--- src/rtl/jbc_pkg.sv ---
// Shared constants and types for the JSON bracket balance checker.
package jbc_pkg;

    // Default stack depth (entries)
    localparam int STACK_DEPTH = 64;

    // Characters the checker reacts to
    localparam logic [7:0] CHAR_LBRACE    = 8'h7B;
    localparam logic [7:0] CHAR_RBRACE    = 8'h7D;
    localparam logic [7:0] CHAR_LBRACKET  = 8'h5B;
    localparam logic [7:0] CHAR_RBRACKET  = 8'h5D;
    localparam logic [7:0] CHAR_QUOTE     = 8'h22;
    localparam logic [7:0] CHAR_BACKSLASH = 8'h5C;
    localparam logic [7:0] CHAR_NUL       = 8'h00;

    // Codes held on the open stack
    typedef enum logic [1:0] {
        CODE_BRACE   = 2'd0,
        CODE_BRACKET = 2'd1,
        CODE_QUOTE   = 2'd2
    } stack_code_t;

endpackage

--- src/rtl/jbc_in_if.sv ---
// Input channel: one text byte per beat with a last marker.
interface jbc_in_if;
    logic       valid;
    logic       ready;
    logic [7:0] text_byte;
    logic       is_last;

    modport source (output valid, output text_byte, output is_last, input ready);
    modport sink   (input valid, input text_byte, input is_last, output ready);
endinterface

--- src/rtl/jbc_out_if.sv ---
// Output channel: one check verdict per beat.
interface jbc_out_if;
    logic valid;
    logic ready;
    logic json_ok;

    modport source (output valid, output json_ok, input ready);
    modport sink   (input valid, input json_ok, output ready);
endinterface

--- src/rtl/json_bracket_balance_check.sv ---
// Top level of the JSON bracket balance checker.
//
// The block takes one byte of JSON text per beat on text and, on the beat
// marked last, delivers one verdict on result: json_ok is 1 when no bracket
// or quote mismatched, the open stack ends empty, no second top-level object
// or array was opened, and the text starts with '{' ending in '}' or starts
// with '[' ending in ']'. A zero byte ends checking for the rest of the
// message, a backslash makes the next byte be ignored, and overflowing the
// STACK_DEPTH-entry stack fails the message. A new byte is taken each cycle
// while input is not held off: the top of the stack sits in a register and
// the entry below it is read from the stack memory ahead of need, so a pop
// has its new top ready on the next beat. The verdict sits in an output
// register; input is held off only while that register is full and not
// being taken. The stack memory needs no clearing after reset.
module json_bracket_balance_check #(
    parameter int STACK_DEPTH = jbc_pkg::STACK_DEPTH
) (
    input  logic       clk,
    input  logic       rst_n,
    jbc_in_if.sink     text,
    jbc_out_if.source  result
);

    localparam int AW = (STACK_DEPTH > 1) ? $clog2(STACK_DEPTH) : 1;
    localparam int CW = $clog2(STACK_DEPTH + 1);

    // Stack memory and registers
    jbc_pkg::stack_code_t stack_mem [STACK_DEPTH];
    jbc_pkg::stack_code_t below_q;

    jbc_pkg::stack_code_t top_reg, top_next;
    logic                 pop_pend_reg, pop_pend_next;
    logic [CW-1:0]        count_reg, count_next;
    logic                 object_seen_reg, object_seen_next;
    logic                 array_seen_reg, array_seen_next;
    logic                 skip_reg, skip_next;
    logic                 failed_reg, failed_next;
    logic                 stopped_reg, stopped_next;
    logic                 at_start_reg, at_start_next;
    logic [7:0]           first_char_reg, first_char_next;
    logic [7:0]           last_char_reg, last_char_next;
    logic                 ovalid_reg, ovalid_next;
    logic                 ook_reg, ook_next;

    // Working signals
    logic                 accept;
    logic [7:0]           c;
    jbc_pkg::stack_code_t top_cur;
    logic                 stack_empty;
    logic                 stack_full;
    logic                 do_push;
    logic                 do_pop;
    jbc_pkg::stack_code_t push_code;
    logic [CW-1:0]        count_upd;
    logic                 object_upd, array_upd, skip_upd, failed_upd, stopped_upd;
    logic [7:0]           first_upd, last_upd;
    logic                 ok;
    logic [AW-1:0]        rd_addr;

    assign accept      = text.valid & text.ready;
    assign text.ready  = ~ovalid_reg | result.ready;
    assign c           = text.text_byte;
    assign result.valid   = ovalid_reg;
    assign result.json_ok = ook_reg;

    // Top of stack: fresh from memory right after a pop
    assign top_cur     = pop_pend_reg ? below_q : top_reg;
    assign stack_empty = (count_reg == '0);
    assign stack_full  = (count_reg == CW'(STACK_DEPTH));
    assign rd_addr     = count_reg[AW-1:0] - AW'(2);

    // Decode one byte against the current stack
    always_comb
    begin
        do_push     = 1'b0;
        do_pop      = 1'b0;
        push_code   = jbc_pkg::CODE_BRACE;
        object_upd  = object_seen_reg;
        array_upd   = array_seen_reg;
        skip_upd    = skip_reg;
        failed_upd  = failed_reg;
        stopped_upd = stopped_reg;
        last_upd    = last_char_reg;
        first_upd   = at_start_reg ? c : first_char_reg;

        if (!stopped_reg && !failed_reg)
        begin
            if (skip_reg)
            begin
                skip_upd = 1'b0;
            end
            else if (c == jbc_pkg::CHAR_NUL)
            begin
                stopped_upd = 1'b1;
            end
            else
            begin
                last_upd = c;
                unique case (c)
                    jbc_pkg::CHAR_LBRACE:
                    begin
                        push_code = jbc_pkg::CODE_BRACE;
                        if (!object_seen_reg)
                        begin
                            object_upd = 1'b1;
                            do_push    = 1'b1;
                        end
                        else if (stack_empty)
                            failed_upd = 1'b1;
                        else
                            do_push = 1'b1;
                    end
                    jbc_pkg::CHAR_LBRACKET:
                    begin
                        push_code = jbc_pkg::CODE_BRACKET;
                        if (!array_seen_reg)
                        begin
                            array_upd = 1'b1;
                            do_push   = 1'b1;
                        end
                        else if (stack_empty)
                            failed_upd = 1'b1;
                        else
                            do_push = 1'b1;
                    end
                    jbc_pkg::CHAR_QUOTE:
                    begin
                        push_code = jbc_pkg::CODE_QUOTE;
                        if (!stack_empty && top_cur == jbc_pkg::CODE_QUOTE)
                            do_pop = 1'b1;
                        else
                            do_push = 1'b1;
                    end
                    jbc_pkg::CHAR_RBRACE:
                    begin
                        if (!stack_empty && top_cur == jbc_pkg::CODE_BRACE)
                            do_pop = 1'b1;
                        else
                            failed_upd = 1'b1;
                    end
                    jbc_pkg::CHAR_RBRACKET:
                    begin
                        if (!stack_empty && top_cur == jbc_pkg::CODE_BRACKET)
                            do_pop = 1'b1;
                        else
                            failed_upd = 1'b1;
                    end
                    jbc_pkg::CHAR_BACKSLASH:
                    begin
                        skip_upd = 1'b1;
                    end
                    default:
                    begin
                    end
                endcase
                // Overflow turns the push into a failure
                if (do_push && stack_full)
                begin
                    do_push    = 1'b0;
                    failed_upd = 1'b1;
                end
            end
        end

        count_upd = count_reg;
        if (do_push)
            count_upd = count_reg + CW'(1);
        else if (do_pop)
            count_upd = count_reg - CW'(1);
    end

    // Verdict from the state after this byte
    always_comb
    begin
        ok = 1'b0;
        if (!failed_upd && count_upd == '0)
        begin
            if (first_upd == jbc_pkg::CHAR_LBRACE)
                ok = (last_upd == jbc_pkg::CHAR_RBRACE);
            else if (first_upd == jbc_pkg::CHAR_LBRACKET)
                ok = (last_upd == jbc_pkg::CHAR_RBRACKET);
        end
    end

    // Next state: advance on a beat, restart after the last byte
    always_comb
    begin
        top_next         = top_cur;
        pop_pend_next    = 1'b0;
        count_next       = count_reg;
        object_seen_next = object_seen_reg;
        array_seen_next  = array_seen_reg;
        skip_next        = skip_reg;
        failed_next      = failed_reg;
        stopped_next     = stopped_reg;
        at_start_next    = at_start_reg;
        first_char_next  = first_char_reg;
        last_char_next   = last_char_reg;
        ovalid_next      = ovalid_reg & ~result.ready;
        ook_next         = ook_reg;

        if (accept)
        begin
            if (text.is_last)
            begin
                count_next       = '0;
                object_seen_next = 1'b0;
                array_seen_next  = 1'b0;
                skip_next        = 1'b0;
                failed_next      = 1'b0;
                stopped_next     = 1'b0;
                at_start_next    = 1'b1;
                first_char_next  = '0;
                last_char_next   = '0;
                ovalid_next      = 1'b1;
                ook_next         = ok;
            end
            else
            begin
                if (do_push)
                    top_next = push_code;
                pop_pend_next    = do_pop;
                count_next       = count_upd;
                object_seen_next = object_upd;
                array_seen_next  = array_upd;
                skip_next        = skip_upd;
                failed_next      = failed_upd;
                stopped_next     = stopped_upd;
                at_start_next    = 1'b0;
                first_char_next  = first_upd;
                last_char_next   = last_upd;
            end
        end
    end

    // Stack memory: write pushed code at the fill level, read the entry below top
    always_ff @(posedge clk)
    begin
        if (accept && do_push)
            stack_mem[count_reg[AW-1:0]] <= push_code;
        below_q <= stack_mem[rd_addr];
    end

    // Hold top of stack and verdict payload
    always_ff @(posedge clk)
    begin
        top_reg <= top_next;
        ook_reg <= ook_next;
    end

    // Control state
    always_ff @(posedge clk or negedge rst_n)
    begin
        if (!rst_n)
        begin
            pop_pend_reg    <= 1'b0;
            count_reg       <= '0;
            object_seen_reg <= 1'b0;
            array_seen_reg  <= 1'b0;
            skip_reg        <= 1'b0;
            failed_reg      <= 1'b0;
            stopped_reg     <= 1'b0;
            at_start_reg    <= 1'b1;
            first_char_reg  <= '0;
            last_char_reg   <= '0;
            ovalid_reg      <= 1'b0;
        end
        else
        begin
            pop_pend_reg    <= pop_pend_next;
            count_reg       <= count_next;
            object_seen_reg <= object_seen_next;
            array_seen_reg  <= array_seen_next;
            skip_reg        <= skip_next;
            failed_reg      <= failed_next;
            stopped_reg     <= stopped_next;
            at_start_reg    <= at_start_next;
            first_char_reg  <= first_char_next;
            last_char_reg   <= last_char_next;
            ovalid_reg      <= ovalid_next;
        end
    end

endmodule

--- src/flat_wrapper.sv ---
// flat-port wrapper written by rule: the top's interface ports become plain ports
module json_bracket_balance_check_flat 
#(
    parameter int STACK_DEPTH = jbc_pkg::STACK_DEPTH
)
  (clk, rst_n, text_valid, text_text_byte, text_is_last, text_ready, result_valid, result_json_ok, result_ready);
  jbc_in_if text_i ();
  jbc_out_if result_i ();
  input  logic clk;
  input  logic rst_n;
  input wire logic [$bits(text_i.valid)-1:0] text_valid;
  input wire logic [$bits(text_i.text_byte)-1:0] text_text_byte;
  input wire logic [$bits(text_i.is_last)-1:0] text_is_last;
  output wire logic [$bits(text_i.ready)-1:0] text_ready;
  output wire logic [$bits(result_i.valid)-1:0] result_valid;
  output wire logic [$bits(result_i.json_ok)-1:0] result_json_ok;
  input wire logic [$bits(result_i.ready)-1:0] result_ready;
  assign text_i.valid = text_valid;
  assign text_i.text_byte = text_text_byte;
  assign text_i.is_last = text_is_last;
  assign text_ready = text_i.ready;
  assign result_valid = result_i.valid;
  assign result_json_ok = result_i.json_ok;
  assign result_i.ready = result_ready;
  json_bracket_balance_check #(.STACK_DEPTH(STACK_DEPTH)) u_core (.clk(clk), .rst_n(rst_n), .text(text_i), .result(result_i));
endmodule
--- config.mk ---
export PLATFORM = sky130hd
export DESIGN_NAME = json_bracket_balance_check_flat
export DESIGN_NICKNAME = d
export VERILOG_FILES = /design/src/rtl/jbc_pkg.sv /design/src/rtl/jbc_in_if.sv /design/src/rtl/jbc_out_if.sv /design/src/rtl/json_bracket_balance_check.sv /design/src/flat_wrapper.sv
export SDC_FILE = /design/constraint.sdc
export NUM_CORES = 1
export LEC_CHECK = 0
export BUFFER_PORTS_ARGS = -buffer_cell sky130_fd_sc_hd__buf_2
export CAP_MARGIN = 0
export CORE_MARGIN = 2
export CORE_UTILIZATION = 35
export CTS_CLUSTER_SIZE = 20
export DETAILED_ROUTE_END_ITERATION = 12
export PLACE_DENSITY = 0.58
export SYNTH_ARGS = -nofsm -noshare
export SYNTH_HDL_FRONTEND = slang
export SYNTH_SLANG_ARGS = --single-unit
--- constraint.sdc ---
create_clock -name clk -period 6.3 [get_ports clk]
set_input_delay 0.945 -clock clk [delete_from_list [all_inputs] [get_ports clk]]
set_output_delay 0.945 -clock clk [all_outputs]
set_load 0.05 [all_outputs]
# == Word level (Yosys, flattened, before mapping) ==
# Memories as Yosys holds them, arrays and structs flattened. A register that Yosys moved wholly into a read port is not among the register bits.
# Cells that the tools add are included.
# word_totals
output_inout_bits,3
mem_count,1
ff_bits,34
inputBits,13
ramBits,128
elab_cells,136
# memory_table
memory,words,width,rd,rd_ports_with_merged_regs,write_ports,line,rtl
u_core.stack_mem,64,2,1,1,1,json_bracket_balance_check.sv:28,jbc_pkg::stack_code_t stack_mem [STACK_DEPTH];
# classes
muxes,75
n_reduce_logical,24
n_eq_ne,15
n_bitwise,5
n_addsub,3
# op_table
op,count
== test 8 x 7 -> 1 bit (second input constant),9
2-to-1 mux 1 bit,55
2-to-1 mux 8 bit,6
2-to-1 mux 7 bit,3
zero test 7 bit,2
2-to-1 mux 2 bit,7
AND reduction 5 bit,2
== test 8 x 6 -> 1 bit (second input constant),1
zero test 8 bit,1
nonzero test 2 bit,4
adder 7 x 1 -> 7 bit (second input constant),1
== test 7 bit (second input constant),1
logical AND 1 bit,7
subtractor 7 x 1 -> 7 bit (second input constant),1
one-hot mux 1 bit (3 select lines),2
subtractor 6 x 2 -> 6 bit (second input constant),1
zero test 1 bit,4
inequality test 2 bit (second input constant),2
one-hot mux 1 bit (4 select lines),1
one-hot mux 2 bit (2 select lines),1
AND reduction 2 bit,2
AND reduction 4 bit,1
bitwise AND 1 bit,2
== test 2 x 1 -> 1 bit (second input constant),1
4 further kinds,5

# == Depth between registers and ports, before layout ==
# Gate-level depths: netlist of run 1.
# depth
depth_word,16
ltp_mapped,11
ltp_nobuf,8

# == Worst setup path before layout of run 1 ==
# No wires, ideal clock.
# synth_timing
path_type,input -> register
from,in text_text_byte[6]
to,mem u_core.stack_mem[0][0] (netlist bit) (data pin)
slack_ns,1.157
stages,5
t_arrival_ns,4.411
setup_time_ns,0.732
cell_sequence,and3_1 -> nand3b_1 -> nor2b_1 -> clkbuf_1 -> nor3b_1
# synth_via
elab_chain_len,5
word_cells_on_any_way,7
classes_between,eq/ne: 2; mux: 4; reduce/logical: 1
# synth_lines
element,line,rtl
"start, declared",flat_wrapper.sv:12,input wire logic [$bits(text_i.text_byte)-1:0] text_text_byte;
== test 8 x 6 -> 1 bit / == test 8 x 7 -> 1 bit (equally long branches),json_bracket_balance_check.sv:99,unique case (c)
one-hot mux 2 bit (2 select lines),json_bracket_balance_check.sv:99,
2-to-1 mux 2 bit (*),json_bracket_balance_check.sv:92,else if (c == jbc_pkg::CHAR_NUL)
2-to-1 mux 2 bit (*),json_bracket_balance_check.sv:88,if (skip_reg)
2-to-1 mux 2 bit (*),json_bracket_balance_check.sv:86,if (!stopped_reg && !failed_reg)
net u_core.push_code[0],json_bracket_balance_check.sv:53,jbc_pkg::stack_code_t push_code;
"end, declared",json_bracket_balance_check.sv:28,
# Mark *: on every way through the listed nets, which the timed path passes. The rest lies on a longest branch.

# == Final worst setup path of run 1 ==
# layout_timing
from,reg u_core.count_reg[0]
to,"mem u_core.stack_mem[41][1] (netlist bit), enable pin"
# layout_via
elab_chain_len,16
word_cells_on_any_way,20
classes_between,eq/ne: 1; mux: 14; reduce/logical: 5
# layout_lines
element,line,rtl
"start, declared",json_bracket_balance_check.sv:33,"logic [CW-1:0] count_reg, count_next;"
"start signal, assigned",json_bracket_balance_check.sv:271,count_reg <= count_next;
zero test 7 bit,json_bracket_balance_check.sv:68,assign stack_empty = (count_reg == '0);
zero test 1 bit,json_bracket_balance_check.sv:129,if (!stack_empty && top_cur == jbc_pkg::CODE_QUOTE)
logical AND 1 bit,json_bracket_balance_check.sv:129,
2-to-1 mux 1 bit,json_bracket_balance_check.sv:129,
one-hot mux 1 bit (3 select lines),json_bracket_balance_check.sv:99,
2-to-1 mux 1 bit,json_bracket_balance_check.sv:92,
2-to-1 mux 1 bit,json_bracket_balance_check.sv:88,
2-to-1 mux 1 bit,json_bracket_balance_check.sv:86,
logical AND 1 bit,json_bracket_balance_check.sv:157,if (do_push && stack_full)
2-to-1 mux 1 bit,json_bracket_balance_check.sv:157,
2-to-1 mux 1 bit,json_bracket_balance_check.sv:92,
2-to-1 mux 1 bit,json_bracket_balance_check.sv:88,
2-to-1 mux 1 bit,json_bracket_balance_check.sv:86,
logical AND 1 bit,json_bracket_balance_check.sv:239,if (accept && do_push)
2-to-1 mux 1 bit,json_bracket_balance_check.sv:239,
2-to-1 mux 1 bit (not written as such),json_bracket_balance_check.sv:240,stack_mem[count_reg[AW-1:0]] <= push_code;
# Several ways; a longest one is shown, not always the timed one. The select of a mux whose other input is x is not followed.

==> metrics, run 1 <==
max_slew headroom=0.4029; die area=0.02319 mm2; Layout Skew=0.009566 ns; Crit path required time=6.41 ns; worst skew pair latency=0.43 ns; fin nets=585; post-synthesis net count=570; Synth cell types=73; Ys Warns=0; worst r2r dst=u_core.stack_mem[41][1]; critical path arrival=3.83 ns; GP Congestion=0.8542; share of synthesized registers carrying an async set or reset=0.1890; met1 usage in global routing=0.1977; TritonCTS Buffers=17; Worst setup SP type=flop; critical path capture point=u_core.stack_mem[41][1]; number of flops mapped to enable cells by yosys=129; share of layout cells above drive strength 1=0.2024; Worst R2R Setup Slack=2.59 ns; drt initial violations=468; final setup violation count=0; CTS sink cnt=164; CTS tree=yes; average cell area after synthesis=13.99 um2; Max H-tree Level=4; Max Slew Vio Count=0; Core Area=0.02169 mm2; fin crit share=0.5895; drt via density=5.528; worst path cell trace=buf_4 > clkinv_1 > ha_1 > and3_1 > a311oi_4 > o21ai_2 > nor3_4 > nand3_2 > nor2_1; antenna cell count=0; vias in the first global route=4817; R2R depth=9; Synth Cell Area=0.007695 mm2; top-count cell post-synth=edfxtp_1; P&R area growth vs syn=12.54%; number of port buffers=15; met3 usage=0.03043; DP Wirelength=10960 um; maxcap violations=0; Max clock buf depth=2; Post-CTS Setup Bufs=0; worst-path fanout max=41; RSZ-0062 raised after global routing=false; post-route minimum period=3.714 ns; CP Capture Type=flop; Worst Setup Slack, final=2.586 ns; outcome=finished clean; Setup TNS=0 ns; Clock transition at path regs=0.07 ns; busiest layer in global routing=met2; Seq/Total Area, Yosys=0.6148; WL final=16810 um; DRC=0; met2 GRT Util=0.2437; Worst VDD drop=0.0001911 V; leakage power=2.872 nW; f_max=0.2692 GHz; main flop type after synthesis=edfxtp_1; Syn Inst Count=550; worst hold path type=flop to flop; overall routing resource usage=0.1502; transition time of the tightest slew-check pin=0.8957 ns; initial core utilization=0.3548; pre-CTS setup slack=2.530 ns; max reg flops=128; grt total ovfl=0; 1st-pass router iterations=5; PwrDens=335.2 mW/mm2; initial antenna violation count=0; post-synth top area share=0.5034; cts repair resizes=0; Reg-to-Reg Start=u_core.count_reg[0]; via count=4743; Die H=152.3 um; CP peak stage delay=0.56 ns; synth top area cells=edfxtp_1 (50%), mux4_2 (11%), dfrtp_1 (9.8%), nor2_1 (4.0%), nand2_1 (1.8%); Site Rows=54; root buffer cell=clkbuf_16; first-pass GRT wire length=27230 um; Synth area leader=edfxtp_1; Final Hold Violating Endpoints=0; Post-synth top cells=edfxtp_1 (129), nor2_1 (82), mux4_2 (37), nand2_1 (37), dfrtp_1 (30); I/O Pins=16; kind of critical path=flop to flop; CP startpoint=u_core.count_reg[0]; hold_buf cts=0; post-detailed-route count of antenna-violating nets=0; post-DR wirelength/cell=19.59 um; Die W=152.3 um; Synth Register Bits=164; Worst path slowest cell=buf_4; pin count of the biggest net entering global routing=66
[how the worst min path moves through the flow]
| stage | from | end | cells after the start |
|---|---|---|---|
| 3_3_place_gp | u_core.first_char_reg[3] | u_core.first_char_reg[3] | 2 |
| 5_1_grt | u_core.first_char_reg[3] | u_core.first_char_reg[3] | 2 |
| 2_1_floorplan | u_core.first_char_reg[3] | u_core.first_char_reg[3] | 2 |
| 6_report | u_core.first_char_reg[0] | u_core.first_char_reg[0] | 2 |
| 4_1_cts | u_core.first_char_reg[0] | u_core.first_char_reg[0] | 2 |
| 3_5_place_dp | u_core.first_char_reg[0] | u_core.first_char_reg[0] | 2 |
[cells by family after synthesis]
group | synth area share
AND/OR/NAND/NOR | 0.1356
AO/OA/AOI/OAI | 0.08212
adder cells (fa/ha/maj) | 0.01138
buffers and inverters | 0.01951
flip-flops | 0.6148
XOR/XNOR | 0.003415
multiplexers | 0.1332
[routing by layer]
metal	vias to the layer above	part of all wire
met5	-	0
met4	0	0.022
met3	26	0.045
met2	132	0.50
met1	2422	0.43
li1	2163	-
[power by group]
part / internal, mW / total (mW) / leakage (nW) / switching, mW
Combinational: 0.277 / 0.650 / 0.961 / 0.374
Sequential: 1.19 / 1.24 / 1.62 / 0.0433
Clock: 0.566 / 1.01 / 0.288 / 0.448
[cell type report]
type,instances,area [um2]
Clock buffer,19,432.9
Timing Repair Buffer,22,127.6
Fill cell,1958,13030
Multi-Input combinational cell,350,2826
Sequential cell,164,4732
Clock inverter,13,152.6
Tap cell,280,350.3
Inverter,10,37.54
[worst max-delay path, delay by kind of cell (launching register included)]
kind | cells | cell delay [ns]
AOI/OAI and AO/OA | 2 | 0.65
adders and majority gates | 1 | 0.38
buffers and inverters | 2 | 0.94
DFF | 1 | 0.34
and+or+nand+nor | 4 | 1.07
[placed cells by master, fill, tap and decap left out, types with 3 or more instances in the layout]
| cell | count |
|---|---|
| and3_1 | 8 |
| clkbuf_16 | 17 |
| o21ai_0 | 24 |
| nand3_1 | 9 |
| and4b_1 | 3 |
| a22oi_1 | 7 |
| mux2i_1 | 9 |
| a211oi_1 | 3 |
| dfrtp_1 | 29 |
| ha_1 | 7 |
| nand3_2 | 6 |
| o211ai_1 | 4 |
| nor2b_1 | 12 |
| o2111ai_1 | 3 |
| a31oi_1 | 4 |
| a21o_1 | 5 |
| and2_1 | 3 |
| dfxtp_1 | 4 |
| nand4_1 | 6 |
| nor3_1 | 8 |
| a21oi_1 | 16 |
| inv_6 | 6 |
| mux4_2 | 37 |
| nor2_1 | 81 |
| nor3_4 | 3 |
| edfxtp_1 | 129 |
| mux4_1 | 3 |
| nand2_1 | 37 |
| inv_8 | 4 |
| and2b_1 | 3 |
| inv_1 | 9 |
| buf_4 | 7 |
| buf_2 | 15 |
[through the flow]
step | utilization | hold WS, ns | area, um2 | power, mW | std cells
after global routing | 0.3993 | 0.5127 | 8660 | 3.030 | 858
after global placement | 0.3723 | 0.4698 | 8074 | 1.903 | 826
after floorplan | - | 0.4422 | 7695 | 1.732 | 550
after CTS | 0.3993 | 0.5050 | 8660 | 2.926 | 858
final | 0.3993 | 0.5031 | 8660 | 2.902 | 858
after detailed placement | 0.3723 | 0.4889 | 8074 | 1.914 | 826
Power figures use the tool's default switching activity.
==> run 2, diff against run 1 <==
--- a/config.mk
+++ b/config.mk
@@ -5,13 +5,14 @@
 export SDC_FILE = /design/constraint.sdc
 export NUM_CORES = 1
 export LEC_CHECK = 0
+export ABC_AREA = 1
 export BUFFER_PORTS_ARGS = -buffer_cell sky130_fd_sc_hd__buf_2
 export CAP_MARGIN = 0
 export CORE_MARGIN = 2
 export CORE_UTILIZATION = 35
 export CTS_CLUSTER_SIZE = 20
 export DETAILED_ROUTE_END_ITERATION = 12
-export PLACE_DENSITY = 0.58
+export PLACE_DENSITY = 0.59
 export SYNTH_ARGS = -nofsm -noshare
 export SYNTH_HDL_FRONTEND = slang
 export SYNTH_SLANG_ARGS = --single-unit
==> constraint.sdc (replaced) <==
create_clock -name clk -period 3.3 [get_ports clk]
set_input_delay 0.495 -clock clk [delete_from_list [all_inputs] [get_ports clk]]
set_output_delay 0.495 -clock clk [all_outputs]
set_load 0.05 [all_outputs]
==> run 2 against run 1 <==
Effect of this change:
- clock-buffer cell count fell by 1
- flip-flop and latch count unchanged
- sequential power increased by 82%
- routed wire length increased by 15%
- worst hold slack got worse by 0.39 ns
- register-to-register slack lost 1.9 ns
- die area rose by 3.1%
==> metrics, run 2 <==
initial antenna violation count=0; overall routing resource usage=0.1705; post-route minimum period=2.571 ns; Max Slew Vio Count=0; Placed Cells=1100; Site Rows=55; transition time of the tightest slew-check pin=0.8560 ns; WL final=19330 um; CP most frequent cell=nand2_1; 1st-pass router iterations=5; worst skew pair latency=0.43 ns; Seq/Total Area, Yosys=0.5959; Worst Setup Slack, final=0.7295 ns; pin count of the biggest net entering global routing=72; worst hold path type=input pin to async pin; DP Wirelength=12160 um; worst path cell trace=inv_4 > nand2_1 > nor2_2 > nand2_2 > nand2_1 > nand2_1 > nand3_2 > nand2_2 > nor2_4 > inv_2 > nor2_4 > nand3_2 > nor2_1; Post-CTS Setup Bufs=0; Reg-to-Reg Start=u_core.count_reg[4]; fin nets=854; f_max=0.3890 GHz; Syn Inst Count=823; CTS sink cnt=164; Layout Skew=0.01000 ns; Fillers=2206; Synth Cell Area=0.007939 mm2; Max H-tree Level=4; Post-synth top cells=nor2_1 (170), nand2_1 (134), edfxtp_1 (129); root buffer cell=clkbuf_16; P&R area growth vs syn=11.88%; largest family of logic cells by synthesized area=simple AND/OR/NAND/NOR gates; total power=4.369 mW; kind of critical path=flop to flop; post-DR wirelength/cell=17.09 um; Worst VDD drop=0.0003520 V; Worst setup SP type=flop; Buf/Inv on CP=2; Compound-Gate Fraction of Synth Area=0.1206; max_slew headroom=0.4252; CTS tree=yes; main flop type after synthesis=edfxtp_1; fin crit share=0.7789; Crit path required time=3.42 ns; TritonCTS Buffers=17; grt total ovfl=0; antenna cell count=0; Worst R2R Setup Slack=0.73 ns; top-count cell post-synth=nor2_1; Synth area leader=edfxtp_1; commonest non-fill, non-tap cell in the layout=nor2_1; CP peak stage delay=0.58 ns; critical path arrival=2.69 ns; critical path capture point=u_core.stack_mem[45][1]; average cell area after synthesis=9.646 um2; DRC=0; number of port buffers=15; Non-Filler Instances=1131; Synth Register Bits=164; final setup violation count=0; Synth Area in Simple Gates=0.2197; Die W=154.6 um; Clock transition at path regs=0.07 ns; Final Hold Violating Endpoints=0; outcome=finished clean; drt initial violations=447; post-synth top area share=0.4879; synth top area cells=edfxtp_1 (49%), dfrtp_1 (9.5%), nor2_1 (8.0%), nand2_1 (6.3%), o21ai_0 (5.4%); vias in the first global route=5809; share of synthesized registers carrying an async set or reset=0.1890; cts repair resizes=0; share of layout cells above drive strength 1=0.1099; post-synthesis mux area share=0; Max clock buf depth=2; Worst path slowest cell=dfrtp_1; drt via density=5.266; GP Congestion=0.8366; Setup TNS=0 ns; Crit path max-delay family=simple AND/OR/NAND/NOR gates; Ys Warns=0; via count=5956; max reg flops=128; adder-cell share of the synthesized area=0.01103; first-pass GRT wire length=31280 um; Synth Area in XOR/XNOR=0.006619; hold_buf cts=0; die area=0.02390 mm2; CP Capture Type=flop; Die H=154.6 um; I/O Pins=16; Worst path depth=13; commonest non-fill, non-tap cells in the layout=nor2_1 (170), nand2_1 (134), edfxtp_1 (129), o21ai_0 (86), nand3_1 (46); Synth cell types=38; number of flops mapped to enable cells by yosys=129; maxcap violations=0; Core Area=0.02243 mm2; post-detailed-route count of antenna-violating nets=0; worst-path fanout max=9; CP startpoint=u_core.count_reg[4]; post-synthesis net count=843; leakage power=3.557 nW; PwrDens=491.8 mW/mm2; RSZ-0062 raised after global routing=false; worst r2r dst=u_core.stack_mem[45][1]; initial core utilization=0.3539; R2R depth=13; pre-CTS setup slack=0.5614 ns
-- run 2: changes by cell type in the layout (fill, tap and decap cells not counted), sizes merged, moves of 9 or more --
cell,previous run,this run
nand2,37,142
nor2,83,181
o21ai,25,86
mux4,40,0
inv,19,58
nand3,15,51
o22ai,2,25
o221ai,0,16
nor2b,12,0
o211ai,4,16
mux2i,9,0
-- run 2: worst min path at each step --
stage	start	endpoint	cells past startpoint
after global placement	u_core.last_char_reg[7]	u_core.last_char_reg[7]	2
after floorplan	rst_n	u_core.array_seen_reg	0
final	rst_n	u_core.first_char_reg[3]	1
after global routing	rst_n	u_core.first_char_reg[2]	1
after CTS	rst_n	u_core.first_char_reg[2]	1
after detailed placement	u_core.first_char_reg[5]	u_core.first_char_reg[5]	2
-- run 2: logic make-up after synthesis --
kind of cell	count (synthesis)
AO/OA/AOI/OAI	160
XOR/XNOR	6
flip-flops	164
AND/OR/NAND/NOR	397
buffers and inverters	89
adder cells (fa/ha/maj)	7
-- run 2: power breakdown --
group	switching (mW)	internal [mW]	total (mW)
Combinational	0.168	0.0719	0.240
Clock	0.821	1.05	1.87
Sequential	0.0218	2.24	2.26
Total	1.01	3.36	4.37
-- run 2: metrics by stage --
stage | instance area (um2) | utilization | hold WS, ns
after global routing | 8882 | 0.3959 | 0.1794
final | 8882 | 0.3959 | 0.1153
after CTS | 8882 | 0.3959 | 0.1429
after floorplan | 7949 | - | 0.1994
after detailed placement | 8327 | 0.3712 | 0.4774
after global placement | 8327 | 0.3712 | 0.4729
-- run 2: worst reg2reg max path, delay by kind of cell, from the launching register on --
kind | cells | cell delay, ns
flops | 1 | 0.58
buf+inv | 2 | 0.29
simple gates | 11 | 1.40
-- run 2: final cells by class --
class / count / area, um2 / area share
clock buffers: 18 / 429.2 / 0.04832
clock inverters: 13 / 126.4 / 0.01423
inverters: 53 / 201.4 / 0.02268
multi-input cells: 570 / 2864 / 0.3224
flip-flops and latches: 164 / 4732 / 0.5328
well taps: 285 / 356.6 / 0.04015
repair buffers: 28 / 172.7 / 0.01944
-- run 2: per-layer routing --
| metal | GRT usage | up-vias | routed length [um] |
|---|---|---|---|
| met5 | 0 | - | 0 |
| met2 | 0.2853 | 121 | 9529 |
| li1 | - | 2907 | - |
| met3 | 0.03138 | 33 | 733 |
| met4 | 0.06305 | 0 | 410 |
| met1 | 0.2217 | 2895 | 8659 |
==> run 3, diff against run 2 <==
==> constraint.sdc (replaced) <==
create_clock -name clk -period 2.3 [get_ports clk]
set_input_delay 0.345 -clock clk [delete_from_list [all_inputs] [get_ports clk]]
set_output_delay 0.345 -clock clk [all_outputs]
set_load 0.05 [all_outputs]
==> run 3 against run 2 <==
Effect of this change:
- clock power increased by 41%
- critical path depth increased by 2
- sequential share of layout area decreased by 3.1 points
- largest cell class unchanged
- clock-buffer cell count decreased by 1
==> metrics, run 3 (synthesis gave the netlist of run 2 again) <==
R2R depth=15; Layout Skew=0.007808 ns; die area=0.02390 mm2; Crit path required time=2.45 ns; sequential share of power=0.518; Final Hold Violating Endpoints=0; kind of critical path=flop to flop; CP Capture Type=flop; max_slew headroom=0.5167; Core Util, Final=0.4207; overall routing resource usage=0.1732; P_int=4.742 mW; drt via density=5.165; max reg flops=128; Clock transition at path regs=0.07 ns; Reg-to-Reg Start=u_core.count_reg[1]; initial antenna violation count=0; total power=6.255 mW; via count=6079; PwrDens=662.8 mW/mm2; fin crit share=0.9517; antenna cell count=0; GP Congestion=0.8355; P&R area growth vs syn=18.88%; root buffer cell=clkbuf_16; worst skew pair latency=0.43 ns; Worst VDD drop=0.0004957 V; register area=0.004732 mm2; DP Wirelength=12840 um; post-route minimum period=2.189 ns; Die H=154.6 um; number of port buffers=15; Max Slew Vio Count=0; Non-Filler Instances=1177; maxcap violations=0; hold path cells=4; Core Area=0.02243 mm2; 1st-pass router iterations=5; Worst R2R Setup Slack=0.11 ns; Hold Crit Start=result_ready; Max H-tree Level=4; Site Rows=55; fin nets=900; CTS sink cnt=164; Placed Cells=1141; dpl cell area=0.008700 mm2; drt initial violations=551; pin count of the biggest net entering global routing=71; worst hold path type=input pin to flop; multi-input logic area=0.003039 mm2; vias in the first global route=6156; share of layout cells above drive strength 1=0.1962; first-pass GRT wire length=32260 um; f_max=0.4568 GHz; WL final=19490 um; worst-path fanout max=8; switch share=0.2419; grt total ovfl=0; Worst Hold Path EP=u_core.result.valid; Fillers=2160; leakage power=3.790 nW; critical path arrival=2.33 ns; initial core utilization=0.3539; Die W=154.6 um; final setup violation count=0; commonest non-fill, non-tap cell in the layout=nor2_1; Worst setup SP type=flop; DRC=0; Comb pwr share=0.059; Clk pwr share=0.422; switching pwr=1.513 mW; TritonCTS Buffers=17; post-DR wirelength/cell=16.56 um; Max clock buf depth=2; commonest non-fill, non-tap cells in the layout=nor2_1 (142), nand2_1 (132), edfxtp_1 (129), o21ai_0 (86), buf_4 (55); CTS tree=yes; post-route cell area=0.009438 mm2; worst r2r dst=u_core.stack_mem[43][1]; WHS=0.1924 ns; transition time of the tightest slew-check pin=0.7250 ns; post-detailed-route count of antenna-violating nets=0; I/O Pins=16; RSZ-0062 raised after global routing=true; outcome=finished clean
==> run 3: how the worst max path moves through the flow <==
stage                        startpoint                      end  depth (start not counted)
floorplan           u_core.count_reg[0]  u_core.stack_mem[45][0]                         16
global placement      text_text_byte[4]  u_core.stack_mem[47][0]                         13
detailed placement    text_text_byte[4]  u_core.stack_mem[41][0]                         13
CTS                 u_core.count_reg[1]        u_core.below_q[1]                         10
global route        u_core.count_reg[1]        u_core.below_q[1]                         10
finish              u_core.count_reg[1]  u_core.stack_mem[43][1]                         15
==> run 3: worst max-delay path, stage by stage (launching register included) <==
cell and delay, ns:
dfrtp_1 0.39, inv_2 0.08, ha_4 0.16, nand2_4 0.07
inv_2 0.06, nand2_2 0.05, nand2_2 0.07, nand2_1 0.06
nand3_2 0.10, nand2_4 0.07, nor2_4 0.16, inv_4 0.07
nor2_4 0.19, nand3_4 0.10, buf_12 0.17, nor2_4 0.10
==> run 3: area by class of cell <==
type                    count  area share
flip-flops and latches    164      0.5014
multi-input cells         570      0.3220
repair buffers             74     0.05913
clock buffers              17     0.04507
well taps                 285     0.03778
inverters                  53     0.02201
clock inverters            14     0.01259
==> run 3: metrics by stage <==
step | setup slack, ns | TNS, ns
after floorplan | -0.03734 | -1.279
after global placement | 0.03877 | 0
after detailed placement | 0.001106 | 0
after CTS | 0.03179 | 0
after global routing | -0.02235 | -0.1233
final | 0.1110 | 0
==> run 3: timing repair <==
action	CTS	global route
setup buffers	0	4
resized for setup	0	43
hold buffers	1	0
endpoints found under the hold margin	30	0
endpoints found under the setup margin	0	123
==> run 3: layer usage <==
layer / vias to the layer above / GRT usage / routed length (um)
li1: 2999 / - / -
met1: 2908 / 0.2373 / 9004
met2: 149 / 0.2834 / 9371
met3: 23 / 0.02774 / 834
met4: 0 / 0.05379 / 282
met5: - / 0 / 0
==> run 3: power by group through the flow <==
stage	logic [mW]	clock network [mW]	registers, mW
2_1_floorplan	0.246	0	3.30
3_3_place_gp	0.364	0	3.30
3_5_place_dp	0.366	0	3.30
4_1_cts	0.368	2.69	3.24
5_1_grt	0.425	2.83	3.25
6_report	0.369	2.64	3.24
